File: src/rtl/core/trc_pkg.sv
`default_nettype none
package trc_pkg;

  localparam int PC_W   = 11;
  localparam int CYC_W  = 14;
  localparam int WORD_W = 16;

  // unified memory size and its address width
  localparam int MEM_WORDS = 1024;
  localparam int AW        = 10;

  localparam logic [1:0] ST_RUN   = 2'd0;
  localparam logic [1:0] ST_END   = 2'd1;
  localparam logic [1:0] ST_EXIT  = 2'd2;
  localparam logic [1:0] ST_LIMIT = 2'd3;

  localparam logic [2:0] EV_NONE  = 3'd0;
  localparam logic [2:0] EV_INT   = 3'd1;
  localparam logic [2:0] EV_NL    = 3'd2;
  localparam logic [2:0] EV_STR   = 3'd3;
  localparam logic [2:0] EV_BAD   = 3'd4;

  localparam logic [5:0] OP_ADD = 6'd0;
  localparam logic [5:0] OP_SUB = 6'd1;
  localparam logic [5:0] OP_MUL = 6'd2;
  localparam logic [5:0] OP_DIV = 6'd3;
  localparam logic [5:0] OP_EQ  = 6'd4;
  localparam logic [5:0] OP_NE  = 6'd5;
  localparam logic [5:0] OP_LT  = 6'd6;
  localparam logic [5:0] OP_GT  = 6'd7;
  localparam logic [5:0] OP_LE  = 6'd8;
  localparam logic [5:0] OP_GE  = 6'd9;
  localparam logic [5:0] OP_AND = 6'd10;
  localparam logic [5:0] OP_OR  = 6'd11;
  localparam logic [5:0] OP_XOR = 6'd12;
  localparam logic [5:0] OP_SHL = 6'd13;
  localparam logic [5:0] OP_SHR = 6'd14;
  localparam logic [5:0] OP_LD  = 6'd15;
  localparam logic [5:0] OP_ST  = 6'd16;
  localparam logic [5:0] OP_SYS = 6'd63;

  localparam logic [1:0] IOP_JMP = 2'd0;
  localparam logic [1:0] IOP_JNZ = 2'd1;
  localparam logic [1:0] IOP_MVI = 2'd3;

  localparam logic CFG_PROG_SIZE = 1'b0;
  localparam logic CFG_CYC_LIM   = 1'b1;

  // queued request from front to back
  typedef struct packed {
    logic          is_step;
    logic [AW-1:0] addr;
    logic [15:0]   data;
  } req_t;

endpackage
`default_nettype wire

File: src/rtl/core/trc_front.sv
`default_nettype none
module trc_front
  import trc_pkg::*;
(
  input  wire           clk,
  input  wire           rst_n,
  input  wire           start,
  input  wire           req_type,
  input  wire  [AW-1:0] mem_addr,
  input  wire  [15:0]   mem_data,
  input  wire           deq,
  output logic          busy,
  output logic          q_valid,
  output req_t          q_head
);

  // two-entry queue of classified requests
  req_t   q_r [2];
  logic [1:0] cnt_r, cnt_nxt;
  logic       rd_r, rd_nxt;
  logic       wr_ptr_r;
  logic       acc;

  // hold off the sender while the queue holds an item
  assign busy = (cnt_r != 2'd0);
  assign acc  = start && !busy;
  assign q_valid = (cnt_r != 2'd0);
  assign q_head  = q_r[rd_r];

  always_comb begin
    cnt_nxt = cnt_r;
    rd_nxt  = rd_r;
    if (acc) cnt_nxt = cnt_nxt + 2'd1;
    if (deq) begin
      cnt_nxt = cnt_nxt - 2'd1;
      rd_nxt = ~rd_r;
    end
  end

  always_ff @(posedge clk) begin
    if (!rst_n) begin
      cnt_r <= 2'd0;
      rd_r <= 1'b0;
      wr_ptr_r <= 1'b0;
    end else begin
      cnt_r <= cnt_nxt;
      rd_r <= rd_nxt;
      if (acc) wr_ptr_r <= ~wr_ptr_r;
    end
  end

  // store transfer payload into the queue
  always_ff @(posedge clk) begin
    if (acc) begin
      q_r[wr_ptr_r].is_step <= req_type;
      q_r[wr_ptr_r].addr    <= mem_addr;
      q_r[wr_ptr_r].data    <= mem_data;
    end
  end

  a_noovf: assert property (@(posedge clk) disable iff (!rst_n) cnt_r != 2'd3)
    else $error("queue overflow");
  a_deq: assert property (@(posedge clk) disable iff (!rst_n) deq |-> cnt_r != 2'd0)
    else $error("dequeue from empty queue");
  a_acc: assert property (@(posedge clk) disable iff (!rst_n) acc |=> busy)
    else $error("busy not raised after transfer");

endmodule
`default_nettype wire

File: config.mk
export PLATFORM = sky130hd
export DESIGN_NAME = trc_front
export DESIGN_NICKNAME = d
export VERILOG_FILES = /design/src/rtl/core/trc_pkg.sv /design/src/rtl/core/trc_front.sv
export SDC_FILE = /design/constraint.sdc
export NUM_CORES = 1
export LEC_CHECK = 0
export BUFFER_PORTS_ARGS = -buffer_cell sky130_fd_sc_hd__buf_4
export CAP_MARGIN = 20
export CORE_MARGIN = 3
export CORE_UTILIZATION = 55
export DETAILED_ROUTE_END_ITERATION = 7
export GPL_TIMING_DRIVEN = 0
export PLACE_DENSITY = 0.83
export SETUP_SLACK_MARGIN = 0.1
export SLEW_MARGIN = 5
export SYNTH_ARGS = -nofsm -noshare
export SYNTH_HDL_FRONTEND = slang
export SYNTH_SLANG_ARGS = --single-unit
File: constraint.sdc
create_clock -name clk -period 3.7 [get_ports clk]
set_input_delay 0.37 -clock clk [delete_from_list [all_inputs] [get_ports clk]]
set_output_delay 0.37 -clock clk [all_outputs]
set_load 0.05 [all_outputs]
==> results of run 1 <==
## stage by stage
step / area, um2 / hold slack (ns) / instances / utilization [%] / power [mW]
2_1_floorplan: 2223 / 0.4689 / 113 / - / 1.482
3_3_place_gp: 2726 / 0.5554 / 220 / 72.30 / 1.680
3_5_place_dp: 2771 / 0.5581 / 222 / 73.49 / 1.743
4_1_cts: 3018 / 0.2161 / 238 / 80.03 / 2.433
5_1_grt: 3018 / 0.2135 / 238 / 80.03 / 2.508
6_report: 3018 / 0.2324 / 238 / 80.03 / 2.408
## final cells by class
type,count,area [um2]
clock inverter,3,67.56
buffer,4,37.54
clock buffer,13,178.9
sequential,59,1722
inverter,3,11.26
timing repair buffer,61,485.5
tap,48,60.06
fill,203,753.2
multi-input combinational,47,455.4
## cells in the final DEF (no fill, tap or decap), drive strengths merged
cell,netlist,final
and2,4,4
o31a,1,1
bufinv,0,2
a21boi,1,1
nor2,1,1
inv,3,3
nand2,1,1
clkbuf,0,13
clkinvlp,0,1
a21bo,1,1
nand4b,1,1
dfxtp,5,5
nand3,1,1
a211o,1,1
and3,1,1
xnor2,1,1
mux2i,1,1
xor2,2,2
a21oi,1,1
buf,4,65
ha,1,1
edfxtp,54,54
o21a,1,1
mux2,27,27
## power by group
group,switching [mW],internal [mW],total (mW)
clock,0.231,0.453,0.684
sequential,0.0393,0.878,0.918
combinational,0.517,0.289,0.806
total,0.787,1.62,2.41
## layer usage
metal  GRT usage [%]  wire (um)  vias up
met1           19.26       1487      586
met2           30.83       2165       52
met3           6.087        275        4
met5               0          0        -
met4           8.026         44        0
li1                -          -      576
## cells by family (layout without fill, tap and decap cells)
kind of cell	count (synthesis)	count (layout)	synth area share, %
buf+inv	7	84	2.194
fa+ha+maj	1	1	0.5627
xor+xnor	3	3	1.182
mux	28	28	14.12
compound gates	6	6	2.139
simple gates	9	9	2.363
flops	59	59	77.43
## flip-flops by register name (all words and copies together) (netlist names), named ones only
register,count
q_r,54
cnt_r,2
rd_r,1
wr_ptr_r,1
## worst paths after layout
| check | startpoint | endpoint |
|---|---|---|
| worst max register to register | cnt_r[0] | q_r[0][9] |
| worst max-delay path | cnt_r[0] | q_r[0][9] |
| worst min register to register | wr_ptr_r | wr_ptr_r |
| worst min-delay path | mem_data[1] | q_r[0][1] |
## critical path, stage by stage (launching register included)
cell	delay, ns
dfxtp_1	0.37
inv_1	0.08
ha_1	0.26
nand2_1	0.15
nor2_2	0.58
buf_16	0.23
==> metrics.txt, run 1 <==
top-area cell type share of the netlist area=72.93%; RSZ-0062 raised after global routing=false; Post-DP HPWL=2.784 mm; Final Setup Violations=0; asr flop ratio synth=0%; I/O pins=60; Port Buffers=59; Area Growth Syn to Fin=35.73%; core box area=0.003771 mm2; CTS max path bufs=2; full die area=0.004841 mm2; period utilisation layout=53.47%; critical path type=reg2reg; setup ws final=between 1.5 and 2 ns; Setup WS pre-CTS=1.735 ns; # resized after CTS=0; synthesized flop and latch total=59; slew margin rel.=51.46%; R2R depth=5; Layout Nets=217; Final Skew=0.003545 ns; startpoint types=register; Pre-antenna DRT Iters=4; Reg clk slew, reported paths=0.06 ns; Synth Instances=~110; worst-margin pin slew=roughly 0.73 ns; Initial Utilization=58.96%; LEAKAGE=1.165 nW; DRC Markers=0; vias in the first global route=between 1000 and 1500; post-route minimum period=1.978 ns; WL per Instance=16.70 um; Hold Vio Cnt, Final=0; Worst EP required=3.73 ns; Max FO, Critical Path=17; worst skew pair latency=0.32 ns; average size of a mapped cell=19.68 um2; Max IR drop VDD=just over 0.7 mV; CTS HTree Levels=3; Max-Cap Viols=0; GPL Wtd Cong=about 0.73; synthesized net count=approximately 150; initial antenna violation count=0; vias per cell=5.118; top-count cell post-synth=edfxtp_1; via count=1218; PD cells=797.8 mW/mm2; Antenna Nets Post-Route=0; Critical Path AT=2.01 ns; CTS tree=done; Post-synth top flop=edfxtp_1; Crit. End Element=register; Slew Limit Fails=0; row cnt=22; reg2reg setup slack=1.72 ns; CTS Buf Count=9; leading area contributor after synthesis=edfxtp_1; status=completed; first-pass GRT wire length=around 6.3 mm; # hold bufs at CTS=0; Die X=between 60 and 70 um; largest net degree at the start of global routing=18; gr ovfl total=0; hold path cells=1; Seq/Total Area, Yosys=77.43%; setup TNS=0 ns; Syn Std Cell Area=0.002223 mm2; Max Clk Rate=505.5 MHz; DRC marker count from the first detailed-route iteration=48; CTS root buffer=clkbuf_8; global-route usage over all layers=between 10% and 20%; Syn. warnings=0; top post-synthesis cells by count=edfxtp_1 (54), mux2_2 (27), dfxtp_1 (5); drt total wl=3.974 mm; Post-synth EDFFs=54; Yosys cell types=22; Post-CTS Setup Bufs=0; Inserted Diodes=0; Die Y-Extent=between 60 and 70 um; clk sink count=59; layout cell share with drive strength beyond 1=between 50% and 60%; top post-synthesis cells by area=edfxtp_1 (73%), mux2_2 (14%), dfxtp_1 (4.5%); hold crit path type=in2reg
Note: power is estimated with default switching activity, not from simulation.
==> run 2, diff against run 1 <==
- CORE_UTILIZATION: 55 -> 46
- PLACE_DENSITY: 0.83 -> 0.74
- clock period: 3.7 -> 1.6 ns (I/O delays scaled with it)
==> run 2 against run 1 <==
Effect of this change:
- sequential share of layout area is 10 points lower
- clock skew is 0.0047 ns higher
- critical path depth is 1 lower
- cell count is 15% higher
- design area is 22% higher
- global-route usage is 0.82 points higher
- sequential power is 140% higher
- total power grew to 2.6 times the previous value
- setup slack worse by 1.7 ns
- via count is 13% higher
- routed wire length is 30% higher
- utilization is 1.9 points higher
- largest power group is now combinational logic
- highest routed layer unchanged
==> metrics.txt, run 2 (synthesis gave the netlist of run 1 again) <==
Comb pwr share=40.5% (+7.0 points); status=completed; Max FO, Critical Path=7 (-10); crit path max-delay cell type=dfxtp_2; Final Setup Violations=0 (unchanged); hold crit path type=in2reg; DRC Markers=0 (unchanged); first-pass GRT wire length=7.155 mm (+14%); LEAKAGE=1.484 nW (+27%); layout cell share with drive strength beyond 1=54.75% (-3.1 points); Area Growth Syn to Fin=66.07%; switching power=2.058 mW (+160%); WL per Instance=18.97 um (+14%); part of the power in registers=34.4% (-3.7 points); most frequent cells in the layout=edfxtp_1 (54), buf_4 (36), buf_8 (27), mux2_4 (27), dlygate4sd3_1 (24); DRC marker count from the first detailed-route iteration=69 (+44%); period utilisation layout=99.69%; Die X=75.52 um (+8.5%); Pwr Total=6.276 mW (+160%); cell family with most CP delay=buffers and inverters; fin cells=273 (+15%); critical path type=reg2out; Inserted Diodes=0 (unchanged); Clk pwr share=25.0% (-3.4 points); gr ovfl total=0 (unchanged); Crit. End Element=output pin; I/O pins=60 (unchanged); Layout Nets=248 (+14%); clk sink count=59 (unchanged); Post-DP HPWL=2.705 mm (-2.8%); slew margin rel.=68.58% (+17 points); drt total wl=5.178 mm (+30%); Reg clk slew, reported paths=0.06 ns (about the same); GPL Wtd Cong=0.7150 (-1.4%); Design Area, Final=0.003692 mm2 (+22%); largest stage delay on the critical path=0.34 ns (-0.24 ns); CTS tree=done; RSZ-0062 raised after global routing=true; max FFs per register=54 (unchanged); via count=1379 (+13%); Die Y-Extent=75.52 um (+8.5%); Critical Path AT=1.44 ns (-0.57 ns); post-route minimum period=approximately 1.6 ns; P_int=4.218 mW (+160%); leading cell type in the layout, fill and taps excluded=edfxtp_1; Crit path buffers/inverters=3 (+1); Cell Chain, Critical Path=buf_8 > clkbuf_16 > mux2_4 > buf_6; full die area=0.005703 mm2 (+18%); Pre-antenna DRT Iters=4 (unchanged); startpoint types=register; Final Skew=0.008261 ns (+0.004716 ns); Max-Cap Viols=0 (unchanged); Regs by FF count=q_r (54), cnt_r (2); Initial Utilization=49.36% (-9.6 points); core box area=0.004504 mm2 (+19%); CTS HTree Levels=3 (unchanged); PD cells=1700 mW/mm2 (+110%); placed cell areas=0.002756 mm2 (-0.54%); Max IR drop VDD=1.247 mV (+72%); vias in the first global route=1458 (+10%); worst skew pair latency=0.33 ns (about the same); CTS root buffer=clkbuf_8; Worst EP required=1.44 ns (-2.29 ns); Max Clk Rate=roughly 630 MHz; CTS max path bufs=2 (unchanged); initial antenna violation count=0 (unchanged); largest net degree at the start of global routing=28 (+10); Hold Vio Cnt, Final=0 (unchanged); worst-margin pin slew=0.4702 ns (-0.2572 ns); switching share of power=32.79% (+0.10 points); row cnt=24 (+9.1%); Antenna Nets Post-Route=0 (unchanged); vias per cell=5.051 (-1.3%); CTS Buf Count=9 (unchanged); placed cells=224 (+0.90%); global-route usage over all layers=18.48% (+0.82 points); Slew Limit Fails=0 (unchanged); most flop-heavy register=q_r; Port Buffers=59 (unchanged)
==> run 2: layer usage <==
metal  GRT usage (%)  vias up  wire [um]
li1                -      641          -
met1           20.05      681       1942
met2           31.45       48       2852
met3           6.596        9        298
met4           10.10        0         85
met5               0        -          0
==> run 2: final timing paths <==
path                                   from          to  slack (ns)  cells after the start
worst max register to register     cnt_r[0]   q_r[0][6]        0.17                      4
worst max-delay path               register   q_head[6]       0.005                      4
worst min-delay path            mem_addr[9]  q_r[0][25]        0.02                      1
worst min register to register         rd_r    register        0.58                      2
==> run 2: layout make-up <==
type                    instances  area, um2
repair buffers                 91      997.2
multi-input cells              48      598.1
fillers                       224      812.0
flip-flops and latches         59       1728
clock buffers                   9      123.9
well taps                      52      65.06
clock inverters                 7      106.4
inverters                       3      11.26
plain buffers                   4      62.56
==> run 2: repair_timing <==
item	CTS	global route
endpoints found under the setup margin	82	46
setup buffers	3	3
hold buffers	19	5
gates cloned	1	2
resized for setup	59	35
pin swaps	1	1
endpoints found under the hold margin	36	9
==> run 2: power by group through the flow <==
| stage | Sequential (mW) | Clock [mW] | Combinational (mW) |
|---|---|---|---|
| after floorplan | 2.13 | 0 | 1.36 |
| after global placement | 2.14 | 0 | 1.81 |
| after detailed placement | 2.17 | 0 | 1.88 |
| after CTS | 2.15 | 1.59 | 2.25 |
| after global routing | 2.19 | 1.67 | 2.66 |
| final | 2.16 | 1.57 | 2.54 |
==> run 2: stage by stage <==
stage	hold WS, ns	util (%)	TNS [ns]	setup WS [ns]
floorplan	0.2589	-	0	0.1172
global placement	0.3446	61.19	-2.382	-0.08894
detailed placement	0.3478	61.19	-5.191	-0.1722
CTS	0.001079	76.08	0	0.001398
global route	0.002966	81.97	-0.6937	-0.05180
finish	0.01849	81.97	0	0.004999
